--- src/rtl/core/pli_pkg.sv ---
// ---------------------------------------------------------------------------
// pli_pkg
// Shared codes and constants of the piecewise linear interpolation unit.
// ---------------------------------------------------------------------------
package pli_pkg;

    typedef enum logic [1:0] {
        ST_OK         = 2'd0,
        ST_NO_SEG     = 2'd1,
        ST_ZERO_WIDTH = 2'd2,
        ST_SAT        = 2'd3
    } status_t;

    localparam logic OP_WRITE = 1'b0;
    localparam logic OP_QUERY = 1'b1;

    localparam int CFG_INDEX_WIDTH   = 1;
    localparam int CFG_DATA_WIDTH    = 16;
    localparam int COUNT_WIDTH       = 7;
    localparam int MARGIN_WIDTH      = 16;
    localparam int POINT_INDEX_WIDTH = 6;

    localparam logic [CFG_INDEX_WIDTH-1:0] CFG_POINT_COUNT  = 1'b0;
    localparam logic [CFG_INDEX_WIDTH-1:0] CFG_CLAMP_MARGIN = 1'b1;

    localparam logic [COUNT_WIDTH-1:0]  COUNT_RESET  = 7'd2;
    localparam logic [MARGIN_WIDTH-1:0] MARGIN_RESET = 16'd7;

endpackage

--- src/rtl/core/pli_if.sv ---
// ---------------------------------------------------------------------------
// pli_req_if / pli_rsp_if
// Valid/ready channels carrying request and response items.
// ---------------------------------------------------------------------------
interface pli_req_if #(
    parameter int VALUE_WIDTH = 32
);
    import pli_pkg::*;

    logic                          valid;
    logic                          ready;
    logic                          op;
    logic [POINT_INDEX_WIDTH-1:0]  point_index;
    logic signed [VALUE_WIDTH-1:0] x_value;
    logic signed [VALUE_WIDTH-1:0] y_value;

    modport source (output valid, output op, output point_index, output x_value,
                    output y_value, input ready);
    modport sink   (input valid, input op, input point_index, input x_value,
                    input y_value, output ready);
endinterface


--- src/rtl/core/pli_front.sv ---
// ---------------------------------------------------------------------------
// pli_front
// Accepts request items, decodes them and hands them to the queue.
// ---------------------------------------------------------------------------
module pli_front #(
    parameter int TABLE_DEPTH = 64,
    parameter int VALUE_WIDTH = 32
) (
    input  logic                             clk,
    input  logic                             rst_n,
    pli_req_if.sink                          req,
    input  logic [pli_pkg::COUNT_WIDTH-1:0]  point_count,
    output logic                             push_valid,
    input  logic                             push_ready,
    output logic [1+1+2*$clog2(TABLE_DEPTH)+2*VALUE_WIDTH-1:0] push_data
);
    import pli_pkg::*;

    localparam int AW = $clog2(TABLE_DEPTH);

    typedef struct packed {
        logic                          is_query;
        logic                          wr_ok;
        logic [AW-1:0]                 addr;
        logic [AW-1:0]                 last;
        logic signed [VALUE_WIDTH-1:0] x;
        logic signed [VALUE_WIDTH-1:0] y;
    } entry_t;

    entry_t     entry;
    entry_t     data_reg;
    logic       full_reg;
    logic [AW:0] n_eff;

    always_comb
    begin
        if (point_count < COUNT_WIDTH'(2))
        begin
            n_eff = (AW+1)'(2);
        end
        else if (int'(point_count) > TABLE_DEPTH)
        begin
            n_eff = (AW+1)'(TABLE_DEPTH);
        end
        else
        begin
            n_eff = (AW+1)'(point_count);
        end
        entry.is_query = (req.op == OP_QUERY);
        entry.wr_ok    = (int'(req.point_index) < TABLE_DEPTH);
        entry.addr     = AW'(req.point_index);
        entry.last     = AW'(n_eff - 1'b1);
        entry.x        = req.x_value;
        entry.y        = req.y_value;
    end

    assign req.ready  = !full_reg || push_ready;
    assign push_valid = full_reg;
    assign push_data  = data_reg;

    always_ff @(posedge clk or negedge rst_n)
    begin
        if (!rst_n)
        begin
            full_reg <= 1'b0;
        end
        else if (req.valid && req.ready)
        begin
            full_reg <= 1'b1;
        end
        else if (push_ready)
        begin
            full_reg <= 1'b0;
        end
    end

    always_ff @(posedge clk)
    begin
        if (req.valid && req.ready)
        begin
            data_reg <= entry;
        end
    end
endmodule

--- src/flat_wrapper.sv ---
// flat-port wrapper written by rule: the top's interface ports become plain ports
module pli_front_flat import pli_pkg::*;
#(
    parameter int TABLE_DEPTH = 64,
    parameter int VALUE_WIDTH = 32
)
  (clk, rst_n, point_count, push_valid, push_ready, push_data, req_valid, req_op, req_point_index, req_x_value, req_y_value, req_ready);
  pli_req_if #(.VALUE_WIDTH(VALUE_WIDTH)) req_i ();
  input  logic clk;
  input  logic rst_n;
  input  logic [pli_pkg::COUNT_WIDTH-1:0] point_count;
  output logic push_valid;
  input  logic push_ready;
  output logic [1+1+2*$clog2(TABLE_DEPTH)+2*VALUE_WIDTH-1:0] push_data;
  input wire logic [$bits(req_i.valid)-1:0] req_valid;
  input wire logic [$bits(req_i.op)-1:0] req_op;
  input wire logic [$bits(req_i.point_index)-1:0] req_point_index;
  input wire logic [$bits(req_i.x_value)-1:0] req_x_value;
  input wire logic [$bits(req_i.y_value)-1:0] req_y_value;
  output wire logic [$bits(req_i.ready)-1:0] req_ready;
  assign req_i.valid = req_valid;
  assign req_i.op = req_op;
  assign req_i.point_index = req_point_index;
  assign req_i.x_value = req_x_value;
  assign req_i.y_value = req_y_value;
  assign req_ready = req_i.ready;
  pli_front #(.TABLE_DEPTH(TABLE_DEPTH), .VALUE_WIDTH(VALUE_WIDTH)) u_core (.clk(clk), .rst_n(rst_n), .req(req_i), .point_count(point_count), .push_valid(push_valid), .push_ready(push_ready), .push_data(push_data));
endmodule
--- config.mk ---
export PLATFORM = sky130hd
export DESIGN_NAME = pli_front_flat
export DESIGN_NICKNAME = d
export VERILOG_FILES = /design/src/rtl/core/pli_pkg.sv /design/src/rtl/core/pli_if.sv /design/src/rtl/core/pli_front.sv /design/src/flat_wrapper.sv
export SDC_FILE = /design/constraint.sdc
export NUM_CORES = 1
export LEC_CHECK = 0
export BUFFER_PORTS_ARGS = -buffer_cell sky130_fd_sc_hd__buf_4
export CAP_MARGIN = 20
export CORE_ASPECT_RATIO = 0.9
export CORE_MARGIN = 3
export CORE_UTILIZATION = 45
export CTS_CLUSTER_DIAMETER = 150
export DETAILED_ROUTE_END_ITERATION = 10
export PLACE_DENSITY = 0.84
export SYNTH_ARGS = -nofsm -noshare
export SYNTH_HDL_FRONTEND = slang
export SYNTH_SLANG_ARGS = --single-unit
--- constraint.sdc ---
create_clock -name clk -period 7.8 [get_ports clk]
set_input_delay 1.56 -clock clk [delete_from_list [all_inputs] [get_ports clk]]
set_output_delay 1.56 -clock clk [all_outputs]
set_load 0.1 [all_outputs]
[Yosys cells after proc, flatten, opt, wreduce, memory -nomap -nowiden]
Cells that the tools add are included.
Word-level totals
  output and inout bits: 80
  logic and storage cells: 17
  input port bits: 82
  register bits after elaboration: 78
Cells by class
  magnitude comparators: 2
  $add $sub $neg: 1
  mux-type cells: 4
  reduce and logical (&&, ||, !) cells: 4
Operators with widths (number)
  two-way mux 6 bit: 2
  > comparator 7 bit, second input constant: 1
  less-than comparator 7 x 2 -> 1 bit, second input constant: 1
  subtractor 6 x 1 -> 6 bit, second input constant: 1
  two-way mux 1 bit: 2
  nonzero test 2 bit: 1
  logical AND 1 bit: 1
  zero test 1 bit: 1
  logical OR 1 bit: 1

[Logic depth before layout (Yosys ltp)]
  depth in word-level cells: 4
  gate-level depth with buffers: 5
  mapped depth without buffers: 5

[Worst setup path before layout]
Ideal clock, no wire load.
  kind: input -> register
  from: input push_ready
  to: register u_core.data_reg (netlist bit u_core.push_data[0]) (enable)
  data arrival time: 4.280 ns
  required time: 7.357 ns
  slack: 3.077 ns
  stages on the path: 2
  buffers on the path: 0
  cells stage by stage: nand2b_1 > and2_1
On the way
  cells in the longest elaborated chain, start to end: 2
RTL lines
  from (decl): line flat_wrapper.sv:13  | input logic push_ready;
  logical OR 1 bit: line pli_front.sv:57  | assign req.ready = !full_reg || push_ready;
  logical AND 1 bit: line pli_front.sv:79  | if (req.valid && req.ready)
  to (signal assigned): line pli_front.sv:81  | data_reg <= entry;
  to (decl): line pli_front.sv:31  | entry_t data_reg;
No other way between the ends.
A chain may end at the register's enable or synchronous reset.

[Final worst setup path]
  from: input push_ready
  to: output req_ready
On the way
  cells in the longest elaborated chain, start to end: 1
RTL lines
  logical OR 1 bit: line pli_front.sv:57
  to (decl): line flat_wrapper.sv:20  | output wire logic [$bits(req_i.ready)-1:0] req_ready;
No other way between the ends.

==> results by group <==
Outcome
  • Run status: finished clean

Clocking
  • Clock root cell: clkbuf_8
  • Setup bufs post-CTS: 0
  • PostCTS Resize Cnt: 0
  • Clock Path Buffers: 2
  • Reg clk slew, reported paths: 0.07 ns
  • Clk_lat worst skew: 0.33 ns
  • TritonCTS buffer count: 9
  • Hold Buf Count CTS: 0
  • CTS tree: done
  • H-tree depth: 3
  • CTS Sinks: 78

Logic synthesis
  • Yosys reg bits: 78
  • Yosys warnings: 0
  • Cell variety after synth: 22
  • Synth top area share: 92.0%
  • Net Count, Synth: 188
  • EDFF count, synth: 77
  • Synth Instances: 105
  • Commonest cells in the netlist: 77 x edfxtp_1, 4 x nor2_1, 3 x inv_1, 3 x nand2b_1
  • Area contributors post-synth: edfxtp_1 92%, dfrtp_1 1.0%, nand2b_1 0.75%, nor2_1 0.60%, ha_1 0.50%
  • Sequential area share after synthesis: 93.0%
  • Ys async rst share: 1.28%
  • Top_reg_cell synth: edfxtp_1
  • Post-synth top area cell: edfxtp_1
  • Mapped Area: 2510 µm²
  • Dominant cell by count in the synthesized netlist: edfxtp_1
  • Mean Syn Cell Area: 23.9 µm²

Drt
  • Vias: 1621
  • DRC: 0
  • First-pass iteration count of the detailed router: 4
  • Vias per inst: 4.67
  • Routed len/inst: 17.0 µm
  • Routed Antenna Nets: 0
  • Number of DRC markers in iteration 0: 64
  • WL final: 5890 µm

Pwr
  • Sw Pwr: 332 µW
  • Peak VDD IR: 175 µV
  • Pwr dens: 257 nW/µm²
  • Int Pwr: 689 µW
  • Comb pwr share: 24.4%
  • Power Total: 1.02 mW
  • Clock Power Share: 27.0%
  • Pleak: 1.67 nW
  • Flop pwr share: 48.6%
  • Switch share: 32.5%

Cells and area
  • Nets: 358
  • Area Growth Syn to Fin: 58.1%
  • Ant. Diodes: 0
  • Final Cell Area: 3970 µm²
  • Layout cell share with drive strength beyond 1: 62.1%

Global routing
  • GR Overflow Total: 0
  • Global-route wire length before repair: 8780 µm
  • Vias in the first global route: 1646
  • Pin count of the biggest net entering global routing: 78
  • GRT Util Overall: 18.3%
  • Antenna violations before repair: 0

Critical path
  • Reg2reg start: u_core.push_valid
  • FF-to-FF setup slack: 6.07 ns
  • Startpoint type of the worst setup path: input pin
  • Critical path type: input pin to output pin
  • WP data arrival: 2.08 ns
  • Worst R2R End: u_core.push_data[59]
  • CP Max Fanout: 3
  • Req. time, crit path: 6.24 ns
  • Register-to-Register Path Depth: 2
  • Crit end category: output pin

Floorplan
  • Starting Density: 47.2%
  • Die extent in y: 76.9 µm
  • Die area: 6520 µm²
  • Die extent in x: 84.8 µm
  • # rows: 25
  • Num ports: 162
  • CORE AREA: 5320 µm²

Place
  • IO buf count: 160
  • Final Wtd Congestion: 0.803
  • Dpl ws: 4.17 ns
  • Dpl hpwl: 4580 µm
  • Placed Area: 3790 µm²

STA
  • Slew headroom: 35.8%
  • Fin crit share: 46.6%
  • Final setup TNS: 0 ns
  • Final worst setup slack: 4.16 ns
  • Minimum clock period: 3.64 ns
  • Worst-case clock skew: 0.00458 ns
  • Least-Margin Pin Slew: 0.963 ns
  • Maximum clock frequency: 275 MHz
  • Final setup vio count: 0
  • Slew Limit Fails: 0
  • Unrepaired setup endpoints after global routing: false
  • Final Hold Viols: 0

Min path
  • Hold path depth: 2
  • Hold Path End: u_core.push_valid
  • HP Start: u_core.push_valid
  • Worst Hold Class: flip-flop to flip-flop

Job
  • Max Cap Viol: 0
==> cells in the final DEF, fill, tap and decap left out <==
cell / netlist / routed
or4_4: 1 / 1
ha_1: 1 / 1
o31a_1: 1 / 1
a21o_1: 1 / 1
inv_1: 3 / 3
nor3b_1: 1 / 1
nor2b_1: 1 / 1
o311ai_0: 1 / 1
nand2_1: 1 / 1
clkbuf_8: 0 / 9
nand2b_1: 3 / 3
clkinv_1: 0 / 4
a31oi_1: 1 / 1
edfxtp_1: 77 / 77
conb_1: 1 / 1
o21ai_1: 1 / 1
bufinv_16: 0 / 1
dfrtp_1: 1 / 1
xnor2_1: 1 / 1
a311o_1: 1 / 1
and2_4: 0 / 1
or2_2: 1 / 1
or4b_1: 1 / 1
clkinvlp_4: 0 / 1
nor2_1: 4 / 4
clkbuf_1: 0 / 1
buf_4: 1 / 160
==> flip-flops by register name, indices dropped and copies added, names as in the netlist <==
name               cells
u_core.push_valid      1
u_core.push_data      77
==> worst max-delay path by stage <==
| stage | slack [ns] | endpoint | start |
|---|---|---|---|
| global placement | 4.18 | req_ready | push_ready |
| CTS | 4.17 | req_ready | push_ready |
| detailed placement | 4.17 | req_ready | push_ready |
| global route | 4.15 | req_ready | push_ready |
| floorplan | 3.08 | u_core.push_data[0] | push_ready |
| finish | 4.16 | req_ready | push_ready |
==> cell type report <==
class,instances,area (µm²)
Sequential cell,78,2340
Fill cell,355,1350
Timing Repair Buffer,160,1200
Multi-Input combinational cell,23,159
Clock buffer,10,128
Tap cell,67,83.8
Clock inverter,6,52.6
Inverter,3,11.3
==> cell families (layout without fill, tap and decap cells) <==
group,count (synthesis),count (layout),synth area share [%]
other,1,1,0.149
flip-flops,78,78,93.0
buffers and inverters,4,179,0.747
AO/OA/AOI/OAI,6,6,1.84
XOR/XNOR,1,1,0.349
AND/OR/NAND/NOR,14,14,3.39
adder cells (fa/ha/maj),1,1,0.498
==> worst max-delay path, cell delays in order <==
cell and delay (ns):
buf_4 0.10, nand2b_1 0.16, buf_4 0.25
==> layer usage <==
metal  track usage, %  routed length [µm]
met1             20.4                2100
met2             29.8                3020
met3             8.16                 667
met4             8.70                 104
met5                0                   0
==> stage by stage <==
stage / instances / hold WS (ns) / util, %
6_report: 347 / 0.580 / 74.7
5_1_grt: 347 / 0.622 / 74.7
4_1_cts: 347 / 0.583 / 74.7
3_5_place_dp: 331 / 0.558 / 71.3
3_3_place_gp: 331 / 0.520 / 71.3
2_1_floorplan: 105 / 1.26 / -
==> power by group through the flow <==
| stage | Sequential, mW | Clock (mW) | Combinational, mW |
|---|---|---|---|
| 5_1_grt | 0.498 | 0.306 | 0.256 |
| 4_1_cts | 0.496 | 0.283 | 0.251 |
| 3_3_place_gp | 0.504 | 0 | 0.248 |
| 2_1_floorplan | 0.667 | 0 | 0.0182 |
| 3_5_place_dp | 0.506 | 0 | 0.251 |
| 6_report | 0.496 | 0.276 | 0.250 |
Note: power is estimated with default switching activity, not from simulation.
