File: config.mk
export PLATFORM = sky130hd
export DESIGN_NAME = pli_back_flat
export DESIGN_NICKNAME = d
export VERILOG_FILES = /design/src/rtl/core/pli_pkg.sv /design/src/rtl/core/pli_if.sv /design/src/rtl/core/pli_ram.sv /design/src/rtl/core/pli_back.sv /design/src/flat_wrapper.sv
export SDC_FILE = /design/constraint.sdc
export NUM_CORES = 2
export LEC_CHECK = 0
export ABC_CLOCK_PERIOD_IN_PS = 19600
export BUFFER_PORTS_ARGS = -buffer_cell sky130_fd_sc_hd__buf_2
export CAP_MARGIN = 40
export CORE_ASPECT_RATIO = 0.9
export CORE_MARGIN = 4
export CORE_UTILIZATION = 44
export DETAILED_ROUTE_END_ITERATION = 6
export GPL_TIMING_DRIVEN = 0
export PLACE_DENSITY = 0.6
export SYNTH_ARGS = -nofsm -noshare
export SYNTH_HDL_FRONTEND = slang
export SYNTH_HIERARCHICAL = 1
export SYNTH_SLANG_ARGS = --single-unit
File: constraint.sdc
create_clock -name clk -period 19.6 [get_ports clk]
set_input_delay 4.9 -clock clk [delete_from_list [all_inputs] [get_ports clk]]
set_output_delay 4.9 -clock clk [all_outputs]
set_load 0.005 [all_outputs]
File: src/rtl/core/pli_pkg.sv
// ---------------------------------------------------------------------------
// pli_pkg
// Shared codes and constants of the piecewise linear interpolation unit.
// ---------------------------------------------------------------------------
package pli_pkg;

    typedef enum logic [1:0] {
        ST_OK         = 2'd0,
        ST_NO_SEG     = 2'd1,
        ST_ZERO_WIDTH = 2'd2,
        ST_SAT        = 2'd3
    } status_t;

    localparam logic OP_WRITE = 1'b0;
    localparam logic OP_QUERY = 1'b1;

    localparam int CFG_INDEX_WIDTH   = 1;
    localparam int CFG_DATA_WIDTH    = 16;
    localparam int COUNT_WIDTH       = 7;
    localparam int MARGIN_WIDTH      = 16;
    localparam int POINT_INDEX_WIDTH = 6;

    localparam logic [CFG_INDEX_WIDTH-1:0] CFG_POINT_COUNT  = 1'b0;
    localparam logic [CFG_INDEX_WIDTH-1:0] CFG_CLAMP_MARGIN = 1'b1;

    localparam logic [COUNT_WIDTH-1:0]  COUNT_RESET  = 7'd2;
    localparam logic [MARGIN_WIDTH-1:0] MARGIN_RESET = 16'd7;

endpackage

File: src/rtl/core/pli_if.sv


interface pli_rsp_if #(
    parameter int VALUE_WIDTH = 32
);
    import pli_pkg::*;

    logic                          valid;
    logic                          ready;
    logic signed [VALUE_WIDTH-1:0] interp_y;
    status_t                       status;

    modport source (output valid, output interp_y, output status, input ready);
    modport sink   (input valid, input interp_y, input status, output ready);
endinterface

File: src/rtl/core/pli_ram.sv
// ---------------------------------------------------------------------------
// pli_ram
// Simple dual-port RAM, one write port and one registered read port.
// ---------------------------------------------------------------------------
module pli_ram #(
    parameter int WIDTH = 32,
    parameter int DEPTH = 64
) (
    input  logic                     clk,
    input  logic                     we,
    input  logic [$clog2(DEPTH)-1:0] waddr,
    input  logic [WIDTH-1:0]         wdata,
    input  logic [$clog2(DEPTH)-1:0] raddr,
    output logic [WIDTH-1:0]         rdata
);
    logic [WIDTH-1:0] mem [DEPTH];

    always_ff @(posedge clk)
    begin
        if (we)
        begin
            mem[waddr] <= wdata;
        end
        rdata <= mem[raddr];
    end
endmodule

File: src/rtl/core/pli_back.sv
// ---------------------------------------------------------------------------
// pli_back
// Holds the breakpoint tables, scans for the bracketing segment and
// interpolates with a shift-add multiplier and a restoring divider.
// ---------------------------------------------------------------------------
module pli_back #(
    parameter int TABLE_DEPTH = 64,
    parameter int VALUE_WIDTH = 32
) (
    input  logic                              clk,
    input  logic                              rst_n,
    input  logic                              pop_valid,
    output logic                              pop_ready,
    input  logic [1+1+2*$clog2(TABLE_DEPTH)+2*VALUE_WIDTH-1:0] pop_data,
    input  logic [pli_pkg::MARGIN_WIDTH-1:0]  clamp_margin,
    pli_rsp_if.source                         rsp
);
    import pli_pkg::*;

    localparam int AW = $clog2(TABLE_DEPTH);
    localparam int VW = VALUE_WIDTH;
    localparam int XW = VW + 1;
    localparam int DW = VW + 2;
    localparam int PW = DW + XW;
    localparam int CW = $clog2(PW + 1);

    localparam logic signed [DW-1:0] SUM_MAX = {3'b000, {(VW-1){1'b1}}};
    localparam logic signed [DW-1:0] SUM_MIN = {3'b111, {(VW-1){1'b0}}};

    typedef struct packed {
        logic                 is_query;
        logic                 wr_ok;
        logic [AW-1:0]        addr;
        logic [AW-1:0]        last;
        logic signed [VW-1:0] x;
        logic signed [VW-1:0] y;
    } entry_t;

    typedef enum logic [3:0] {
        S_IDLE, S_WAIT0, S_FIRST, S_LAST, S_SCAN0, S_SCAN,
        S_YWAIT, S_Y0, S_Y1, S_MUL, S_DIV, S_SUM, S_OUT
    } state_t;

    entry_t               entry;
    state_t               state_reg;
    logic [AW-1:0]        rd_addr_reg;
    logic [AW-1:0]        k_reg;
    logic [AW-1:0]        last_reg;
    logic signed [VW-1:0] xq_reg;
    logic signed [VW-1:0] xf_reg;
    logic signed [XW-1:0] x0_reg;
    logic signed [VW-1:0] prev_reg;
    logic signed [VW-1:0] xj_reg;
    logic signed [VW-1:0] xj1_reg;
    logic signed [VW-1:0] yj_reg;
    logic [PW-1:0]        mcand_reg;
    logic [XW-1:0]        mplier_reg;
    logic [PW-1:0]        prod_reg;
    logic [XW-1:0]        c_reg;
    logic [XW-1:0]        rem_reg;
    logic                 neg_reg;
    logic [CW-1:0]        cnt_reg;
    logic signed [VW-1:0] res_y_reg;
    status_t              res_st_reg;
    logic                 out_valid_reg;
    logic signed [VW-1:0] out_y_reg;
    status_t              out_st_reg;

    logic                 ram_we;
    logic [VW-1:0]        x_rd_raw;
    logic [VW-1:0]        y_rd_raw;
    logic signed [VW-1:0] x_rd;
    logic signed [VW-1:0] y_rd;
    logic signed [XW-1:0] margin_ext;
    logic signed [XW-1:0] x0_clamp;
    logic signed [XW-1:0] prev_ext;
    logic signed [XW-1:0] cur_ext;
    logic                 bracket;
    logic signed [XW-1:0] dx;
    logic signed [XW-1:0] dy;
    logic signed [DW-1:0] d;
    logic [XW-1:0]        dx_mag;
    logic [XW-1:0]        dy_mag;
    logic [DW-1:0]        d_mag;
    logic                 neg_calc;
    logic [XW:0]          rem_s;
    logic [XW:0]          rem_diff;
    logic                 rem_ge;
    logic [XW-1:0]        q;
    logic signed [DW-1:0] q_signed;
    logic signed [DW-1:0] sum;
    logic                 out_free;
    logic                 out_load;

    assign entry     = pop_data;
    assign pop_ready = (state_reg == S_IDLE);
    assign ram_we    = pop_valid && pop_ready && !entry.is_query && entry.wr_ok;

    pli_ram #(.WIDTH(VW), .DEPTH(TABLE_DEPTH)) u_x_ram (
        .clk   (clk),
        .we    (ram_we),
        .waddr (entry.addr),
        .wdata (entry.x),
        .raddr (rd_addr_reg),
        .rdata (x_rd_raw)
    );

    pli_ram #(.WIDTH(VW), .DEPTH(TABLE_DEPTH)) u_y_ram (
        .clk   (clk),
        .we    (ram_we),
        .waddr (entry.addr),
        .wdata (entry.y),
        .raddr (rd_addr_reg),
        .rdata (y_rd_raw)
    );

    assign x_rd = $signed(x_rd_raw);
    assign y_rd = $signed(y_rd_raw);

    always_comb
    begin
        margin_ext = $signed({{(XW-MARGIN_WIDTH){1'b0}}, clamp_margin});
        if (xq_reg < xf_reg)
        begin
            x0_clamp = XW'(xf_reg) + margin_ext;
        end
        else if (xq_reg > x_rd)
        begin
            x0_clamp = XW'(x_rd) - margin_ext;
        end
        else
        begin
            x0_clamp = XW'(xq_reg);
        end

        prev_ext = XW'(prev_reg);
        cur_ext  = XW'(x_rd);
        bracket  = ((x0_reg <= prev_ext) && (x0_reg >= cur_ext)) ||
                   ((x0_reg >= prev_ext) && (x0_reg <= cur_ext));

        dx     = XW'(xj1_reg) - XW'(xj_reg);
        dy     = XW'(y_rd) - XW'(yj_reg);
        d      = DW'(x0_reg) - DW'(xj_reg);
        dx_mag = dx[XW-1] ? XW'(-dx) : XW'(dx);
        dy_mag = dy[XW-1] ? XW'(-dy) : XW'(dy);
        d_mag  = d[DW-1] ? DW'(-d) : DW'(d);
        neg_calc = ((d[DW-1] != dy[XW-1]) != dx[XW-1]) && (d != '0) && (dy != '0);

        rem_s    = {rem_reg, prod_reg[PW-1]};
        rem_ge   = (rem_s >= {1'b0, c_reg});
        rem_diff = rem_s - {1'b0, c_reg};

        q        = prod_reg[XW-1:0];
        q_signed = neg_reg ? -$signed({1'b0, q}) : $signed({1'b0, q});
        sum      = DW'(yj_reg) + q_signed;

        out_free = !out_valid_reg || rsp.ready;
        out_load = (state_reg == S_OUT) && out_free;
    end

    always_ff @(posedge clk or negedge rst_n)
    begin
        if (!rst_n)
        begin
            state_reg     <= S_IDLE;
            out_valid_reg <= 1'b0;
            rd_addr_reg   <= '0;
            k_reg         <= '0;
            cnt_reg       <= '0;
        end
        else
        begin
            if (out_load)
            begin
                out_valid_reg <= 1'b1;
            end
            else if (out_valid_reg && rsp.ready)
            begin
                out_valid_reg <= 1'b0;
            end
            case (state_reg)
                S_IDLE:
                begin
                    if (pop_valid && entry.is_query)
                    begin
                        xq_reg      <= entry.x;
                        last_reg    <= entry.last;
                        rd_addr_reg <= '0;
                        state_reg   <= S_WAIT0;
                    end
                end
                S_WAIT0:
                begin
                    rd_addr_reg <= last_reg;
                    state_reg   <= S_FIRST;
                end
                S_FIRST:
                begin
                    xf_reg      <= x_rd;
                    rd_addr_reg <= '0;
                    state_reg   <= S_LAST;
                end
                S_LAST:
                begin
                    x0_reg      <= x0_clamp;
                    rd_addr_reg <= AW'(1);
                    k_reg       <= AW'(1);
                    state_reg   <= S_SCAN0;
                end
                S_SCAN0:
                begin
                    prev_reg    <= x_rd;
                    rd_addr_reg <= k_reg + 1'b1;
                    state_reg   <= S_SCAN;
                end
                S_SCAN:
                begin
                    if (bracket)
                    begin
                        xj_reg      <= prev_reg;
                        xj1_reg     <= x_rd;
                        rd_addr_reg <= k_reg - 1'b1;
                        state_reg   <= S_YWAIT;
                    end
                    else if (k_reg == last_reg)
                    begin
                        res_y_reg  <= '0;
                        res_st_reg <= ST_NO_SEG;
                        state_reg  <= S_OUT;
                    end
                    else
                    begin
                        prev_reg    <= x_rd;
                        k_reg       <= k_reg + 1'b1;
                        rd_addr_reg <= k_reg + AW'(2);
                    end
                end
                S_YWAIT:
                begin
                    rd_addr_reg <= k_reg;
                    state_reg   <= S_Y0;
                end
                S_Y0:
                begin
                    yj_reg    <= y_rd;
                    state_reg <= S_Y1;
                end
                S_Y1:
                begin
                    if (dx == '0)
                    begin
                        res_y_reg  <= '0;
                        res_st_reg <= ST_ZERO_WIDTH;
                        state_reg  <= S_OUT;
                    end
                    else
                    begin
                        mcand_reg  <= PW'(d_mag);
                        mplier_reg <= dy_mag;
                        prod_reg   <= '0;
                        c_reg      <= dx_mag;
                        neg_reg    <= neg_calc;
                        cnt_reg    <= '0;
                        state_reg  <= S_MUL;
                    end
                end
                S_MUL:
                begin
                    if (mplier_reg[0])
                    begin
                        prod_reg <= prod_reg + mcand_reg;
                    end
                    mcand_reg  <= {mcand_reg[PW-2:0], 1'b0};
                    mplier_reg <= {1'b0, mplier_reg[XW-1:1]};
                    if (cnt_reg == CW'(XW-1))
                    begin
                        cnt_reg   <= '0;
                        rem_reg   <= '0;
                        state_reg <= S_DIV;
                    end
                    else
                    begin
                        cnt_reg <= cnt_reg + 1'b1;
                    end
                end
                S_DIV:
                begin
                    rem_reg  <= rem_ge ? rem_diff[XW-1:0] : rem_s[XW-1:0];
                    prod_reg <= {prod_reg[PW-2:0], rem_ge};
                    if (cnt_reg == CW'(PW-1))
                    begin
                        state_reg <= S_SUM;
                    end
                    else
                    begin
                        cnt_reg <= cnt_reg + 1'b1;
                    end
                end
                S_SUM:
                begin
                    if (sum > SUM_MAX)
                    begin
                        res_y_reg  <= SUM_MAX[VW-1:0];
                        res_st_reg <= ST_SAT;
                    end
                    else if (sum < SUM_MIN)
                    begin
                        res_y_reg  <= SUM_MIN[VW-1:0];
                        res_st_reg <= ST_SAT;
                    end
                    else
                    begin
                        res_y_reg  <= sum[VW-1:0];
                        res_st_reg <= ST_OK;
                    end
                    state_reg <= S_OUT;
                end
                S_OUT:
                begin
                    if (out_free)
                    begin
                        out_y_reg  <= res_y_reg;
                        out_st_reg <= res_st_reg;
                        state_reg  <= S_IDLE;
                    end
                end
                default:
                begin
                    state_reg <= S_IDLE;
                end
            endcase
        end
    end

    assign rsp.valid    = out_valid_reg;
    assign rsp.interp_y = out_y_reg;
    assign rsp.status   = out_st_reg;
endmodule

File: src/flat_wrapper.sv
// flat-port wrapper written by rule: the top's interface ports become plain ports
module pli_back_flat import pli_pkg::*;
#(
    parameter int TABLE_DEPTH = 64,
    parameter int VALUE_WIDTH = 32
)
  (clk, rst_n, pop_valid, pop_ready, pop_data, clamp_margin, rsp_valid, rsp_interp_y, rsp_status, rsp_ready);
  pli_rsp_if #(.VALUE_WIDTH(VALUE_WIDTH)) rsp_i ();
  input  logic clk;
  input  logic rst_n;
  input  logic pop_valid;
  output logic pop_ready;
  input  logic [1+1+2*$clog2(TABLE_DEPTH)+2*VALUE_WIDTH-1:0] pop_data;
  input  logic [pli_pkg::MARGIN_WIDTH-1:0] clamp_margin;
  output wire logic [$bits(rsp_i.valid)-1:0] rsp_valid;
  output wire logic [$bits(rsp_i.interp_y)-1:0] rsp_interp_y;
  output wire logic [$bits(rsp_i.status)-1:0] rsp_status;
  input wire logic [$bits(rsp_i.ready)-1:0] rsp_ready;
  assign rsp_valid = rsp_i.valid;
  assign rsp_interp_y = rsp_i.interp_y;
  assign rsp_status = rsp_i.status;
  assign rsp_i.ready = rsp_ready;
  pli_back #(.TABLE_DEPTH(TABLE_DEPTH), .VALUE_WIDTH(VALUE_WIDTH)) u_core (.clk(clk), .rst_n(rst_n), .pop_valid(pop_valid), .pop_ready(pop_ready), .pop_data(pop_data), .clamp_margin(clamp_margin), .rsp(rsp_i));
endmodule
* Yosys cells after proc, flatten, opt, wreduce, memory -nomap -nowiden
Memory sizes are Yosys's and may differ from the RTL's. A register that Yosys moved wholly into a read port is not among the register bits.
Index checks and enable logic that the tools add are counted.
** Word-level totals
- Register bits :: 557
- RAM bits :: 4096
- Memories :: 2
** Operators by class
- Add/sub/neg operators :: 16
- Mux-type cells :: 54
- Bitwise logic cells :: 1
- Equal/unequal tests :: 30
- Reductions and logical operators :: 42
- $lt $le $gt $ge :: 9
** Memory list
- u_core.u_x_ram.mem :: depth 64, bits a word 32, read ports 1, clocked after memory_dff 1, wr ports 1, line pli_ram.sv:16 : logic [WIDTH-1:0] mem [DEPTH];
- u_core.u_y_ram.mem :: depth 64, bits a word 32, read ports 1, clocked after memory_dff 1, wr ports 1, line pli_ram.sv:16
** Operator list (number)
- two-way mux 32 bit :: 8
- two-way mux 67 bit :: 3
- case mux 67 bit (3 select lines) :: 1
- two-way mux 33 bit :: 6
- case mux 67 bit (2 select lines) :: 1
- case mux 33 bit (2 select lines) :: 2
- case mux 32 bit (3 select lines) :: 1
- two-way mux 34 bit :: 2
- adder 67 bit :: 1
- >= comparator 33 x 32 -> 1 bit :: 2
- <= comparator 33 x 32 -> 1 bit :: 2
- negator 33 bit :: 2
- subtractor 32 x 32 -> 33 bit :: 2
- case mux 32 bit (2 select lines) :: 1
- case mux 4 bit (13 select lines) :: 1
- case mux 6 bit (7 select lines) :: 1
- adder 32 x 34 -> 34 bit :: 1
- >= comparator 34 x 33 -> 1 bit :: 1
- greater-than comparator 34 x 32 -> 1 bit, second input constant :: 1
- < comparator 34 x 32 -> 1 bit, second input constant :: 1
- negator 33 -> 34 bit :: 1
- negator 34 bit :: 1
- nonzero test 34 bit :: 1
- subtractor 33 x 32 -> 34 bit :: 1
- other kinds (44) :: 108

* Longest topological paths before layout
- Depth after elaboration :: 7
- Gate-level depth with buffers :: 23
- Depth with buffers taken out :: 22

* Modules after synthesis
Netlist, hierarchy kept.
** By module, submodules not included
- pli_ram at u_core.u_y_ram :: times used 1, area each 78515.3 µm², cells each 3324
- pli_ram at u_core.u_x_ram :: times used 1, area each 78512.8 µm², cells each 3324
- pli_back :: times used 1, area each 42415.7 µm², cells each 4458

* Worst setup path before layout
Ideal clock, no wire load.
- Path kind :: input port to flip-flop
- From :: in rst_n
- To :: reg u_core.mcand_reg[0], enable pin
- Library setup time :: 0.682 ns
- Buffers on the path :: 0
- Required time :: 18.918 ns
- Slack :: 7.125 ns
- Arrival :: 11.794 ns
- Cell stages on the path :: 2
- Cells stage by stage :: nand2_1 -> nor3_1
** On the way
- Cells in the longest elaborated chain, start to end :: 1
** Ends and longest elaborated chain
- from (decl) :: line flat_wrapper.sv:10 : input logic rst_n;
- AND reduction 3 bit (no source line)
- to (signal assigned) :: line pli_back.sv:258 : mcand_reg <= PW'(d_mag);
- to (signal assigned) :: line pli_back.sv:273 : mcand_reg <= {mcand_reg[PW-2:0], 1'b0};
- to (decl) :: line pli_back.sv:56 : logic [PW-1:0] mcand_reg;
Every way passes these cells.
A chain may end at the register's enable or synchronous reset.

* Final worst setup path
- From :: in pop_valid
- To :: mem u_core.u_y_ram.mem[46][2], enable pin
** On the way
- Cells in the longest elaborated chain, start to end :: 5
** Ends and longest elaborated chain
- from (decl) :: line flat_wrapper.sv:11 : input logic pop_valid;
- logical AND 1 bit (3 in a row) :: line pli_back.sv:97 : assign ram_we = pop_valid && pop_ready && !entry.is_query && entry.wr_ok;
- via u_core.ram_we :: line pli_back.sv:69 : logic ram_we;
- two-way mux 1 bit :: line pli_ram.sv:20 : if (we)
- two-way mux 1 bit (implied by the code) :: line pli_ram.sv:22 : mem[waddr] <= wdata;
- to (decl) :: line pli_ram.sv:16
The timed path passes the listed nets, and every way through them passes these cells.

==> load_flow_metrics.sql <==
INSERT INTO impl_metrics (metric_group, metric, value, unit) VALUES
('run_status', 'run_status', 'finished, final reports clean', ''),
('worst_setup_path', 'setup_crit_start_kind', 'input pin', ''),
('clocking', 'cts.sink_count', '4717', ''),
('floorplanning', 'floorplan.rows', '234', ''),
('final_layout', 'post-route-util', '51.1', '%'),
('worst_setup_path', 'timing.rr.end', 'u_core/res_st_reg[1]', ''),
('worst_setup_path', 'crit-reg2reg-launch', 'u_core/prod_reg[10]', ''),
('sta', 'final.period_utilization', '41.0', '%'),
('global_route', 'grt_usage', '26.0', '%'),
('sta', 'maxSlewHeadroom', '27.9', '%'),
('clocking', 'worst_setup_hold_path_clk_slew', '0.06', 'ns'),
('yosys', 'synth_warnings', '6', ''),
('route', 'routed-via-count', '115000', ''),
('sta', 'finalMaxSlewViolations', '0', ''),
('worst_setup_path', 'path_max_fanout', '17', ''),
('power', 'cellPowerDensity', '126', 'mW/mm^2'),
('global_route', 'antenna_found_initial', '55', ''),
('yosys', 'cell_taking_the_most_area_after_synthesis', 'sky130_fd_sc_hd__edfxtp_1', ''),
('route', 'wirelength', '616000', 'microns'),
('route', 'route.detailed.wl_per_inst', '33.2', 'microns'),
('yosys', 'syn_area_per_cell', '18.0', 'sq um'),
('global_route', 'grt_max_degree', '66', ''),
('final_layout', 'drive_above_1_share', '21.7', '%'),
('sta', 'fin_worst_skew', '0.138', 'ns'),
('worst_setup_path', 'regToRegSetupSlack', '13.00', 'ns'),
('yosys', 'synth_nets', '11600', ''),
('sta', 'grt_setup_unrepaired', 'no', ''),
('final_layout', 'finalNonFillerCells', '18500', ''),
('final_layout', 'fillers', '36000', ''),
('floorplanning', 'die_y', '647', 'microns'),
('clocking', 'cts_resized', '0', ''),
('placement', 'port-buffer-count', '128', ''),
('clocking', 'tritoncts', 'done', ''),
('route', 'firstDrtPassIters', '6', ''),
('yosys', 'most_numerous_cell_in_the_yosys_netlist', 'sky130_fd_sc_hd__edfxtp_1', ''),
('floorplanning', 'floorplan.initialDensity', '44.2', '%'),
('worst_setup_path', 'critPathArrivalTime', '8.69', 'ns'),
('global_route', 'overflow', '0', ''),
('worst_setup_path', 'critical_path_class', 'input pin to flop', ''),
('route', 'remaining_routing_drc_violations', '0', ''),
('floorplanning', 'coreArea', '0.451', 'sq mm'),
('placement', 'placed_cells', '17700', ''),
('clocking', 'clk_root_buffer_cell', 'sky130_fd_sc_hd__clkbuf_16', ''),
('floorplanning', 'top_level_ports', '134', ''),
('yosys', 'synth_seq_area_share', '70.6', '%'),
('placement', 'post-dp-hpwl', '434000', 'microns'),
('worst_setup_path', 'reg2regPathDepth', '18', ''),
('worst_setup_path', 'timing.critical_path.to_type', 'flop', ''),
('sta', 'worst_slew_pin_slew', '1.08', 'ns'),
('yosys', 'synthTopCellsByArea', 'sky130_fd_sc_hd__edfxtp_1 70%, sky130_fd_sc_hd__mux4_2 12%, sky130_fd_sc_hd__ha_1 2.5%', ''),
('worst_hold_path', 'holdPathStages', '0', ''),
('clocking', 'cts_made_buffers', '462', ''),
('global_route', 'grt_first_pass_wirelength', '854000', 'microns'),
('yosys', 'synth_top_cells_by_count', '4,629 x sky130_fd_sc_hd__edfxtp_1, 1,088 x sky130_fd_sc_hd__mux4_2, 592 x sky130_fd_sc_hd__nor2_1, 499 x sky130_fd_sc_hd__a21oi_1, 434 x sky130_fd_sc_hd__nand2_1', ''),
('yosys', 'syn_inst', '11100', ''),
('worst_setup_path', 'setup.worst_path.start', 'pop_valid', ''),
('sta', 'setup_total_negative_slack', '0', 'ns'),
('floorplanning', 'dieArea', '0.464', 'sq mm'),
('clocking', 'post_cts_buffers', '0', ''),
('final_layout', 'area.growth.synth_to_final', '15.6', '%'),
('route', 'postRouteAntennaNets', '0', ''),
('final_layout', 'num-nets-final', '12600', ''),
('worst_hold_path', 'hold_path_end', 'u_core/rsp.interp_y[0]', ''),
('power', 'vdd_drop_max', '0.0000882', 'V'),
('yosys', 'netlist.area_leader.share', '69.7', '%'),
('sta', 'whs', '0.420', 'ns'),
('power', 'p_leak', '75.0', 'nW'),
('job', 'maxCapViolCount', '0', ''),
('clocking', 'clock_path_buffers', '4', ''),
('yosys', 'share_of_synthesized_registers_carrying_an_async_set_or_reset', '0.509', '%'),
('global_route', 'grt_pass1_vias', '112000', '');
kinds of logic after synthesis:
logic type | synth area share (%)
adders and majority gates | 2.61
xor gates and xnor gates | 1.61
buffers and inverters | 1.78
and+or+nand+nor | 4.24
AOI/OAI and AO/OA | 5.48
DFF | 70.6
muxes | 13.6
how the worst max path moves through the flow:
stage | end | slack [ns] | cells past startpoint
after CTS | u_core/u_y_ram/mem[46][2] | 11.92 | 8
final | u_core/u_y_ram/mem[46][2] | 11.56 | 8
after detailed placement | u_core/u_y_ram/mem[49][4] | 10.84 | 11
after floorplan | u_core/mcand_reg[0] | 7.12 | 2
after global placement | u_core/mcand_reg[55] | 3.10 | 3
after global routing | u_core/u_y_ram/mem[46][2] | 11.56 | 8
per-layer routing:
layer / vias to the layer above / global-route usage [%] / routed length [microns]
li1: 47200 / - / -
met1: 60000 / 37.3 / 246000
met2: 6970 / 38.8 / 271000
met3: 1117 / 6.50 / 74300
met4: 22 / 9.06 / 24300
met5: - / 0 / 140
stage by stage:
step | power [mW] | worst slack (ns) | instance area, sq um
floorplan | 16.8 | 7.12 | 199000
global placement | 20.0 | 3.10 | 208000
detailed placement | 20.4 | 10.84 | 216000
CTS | 29.0 | 11.92 | 230000
global route | 30.0 | 11.56 | 231000
finish | 29.0 | 11.56 | 231000
power by group:
part           switching (mW)  internal, mW
Combinational            5.41          3.27
Sequential              0.222          11.4
Clock                    3.81          4.85
Total                    9.45          19.5
worst max-delay path: stages:
cell and delay, ns:
sky130_fd_sc_hd__buf_2 0.09, sky130_fd_sc_hd__nand2_1 0.13, sky130_fd_sc_hd__nor3b_2 0.93, sky130_fd_sc_hd__buf_4 0.36, sky130_fd_sc_hd__nor2b_1 0.29, sky130_fd_sc_hd__nand3_1 0.64, sky130_fd_sc_hd__nor2_4 0.98, sky130_fd_sc_hd__buf_12 0.29
layout by cell type, fill, tap and decap left out, types with 128 or more instances in the layout:
master,count
sky130_fd_sc_hd__nor2_4,128
sky130_fd_sc_hd__clkbuf_16,467
sky130_fd_sc_hd__xor2_1,137
sky130_fd_sc_hd__a21o_1,156
sky130_fd_sc_hd__buf_12,207
sky130_fd_sc_hd__inv_1,317
sky130_fd_sc_hd__o21ai_0,284
sky130_fd_sc_hd__ha_1,403
sky130_fd_sc_hd__o22ai_1,175
sky130_fd_sc_hd__clkbuf_1,373
sky130_fd_sc_hd__buf_2,254
sky130_fd_sc_hd__mux4_2,1088
sky130_fd_sc_hd__a21oi_1,499
sky130_fd_sc_hd__mux2i_1,261
sky130_fd_sc_hd__xnor2_1,222
sky130_fd_sc_hd__edfxtp_1,4629
sky130_fd_sc_hd__nand2_1,434
sky130_fd_sc_hd__nor2_1,464
area by class of cell:
class / instances / area (sq um) / share of cell area, %
antenna: 26 / 65.1 / 0.0282
buffer: 498 / 2350 / 1.02
clock buffer: 578 / 12100 / 5.26
clock inverter: 268 / 2520 / 1.09
inverter: 318 / 1190 / 0.517
multi-input combinational: 5573 / 56000 / 24.3
sequential: 4717 / 141000 / 61.1
tap: 6018 / 7530 / 3.26
timing repair buffer: 552 / 7920 / 3.43
Note: power is estimated with default switching activity, not from simulation.
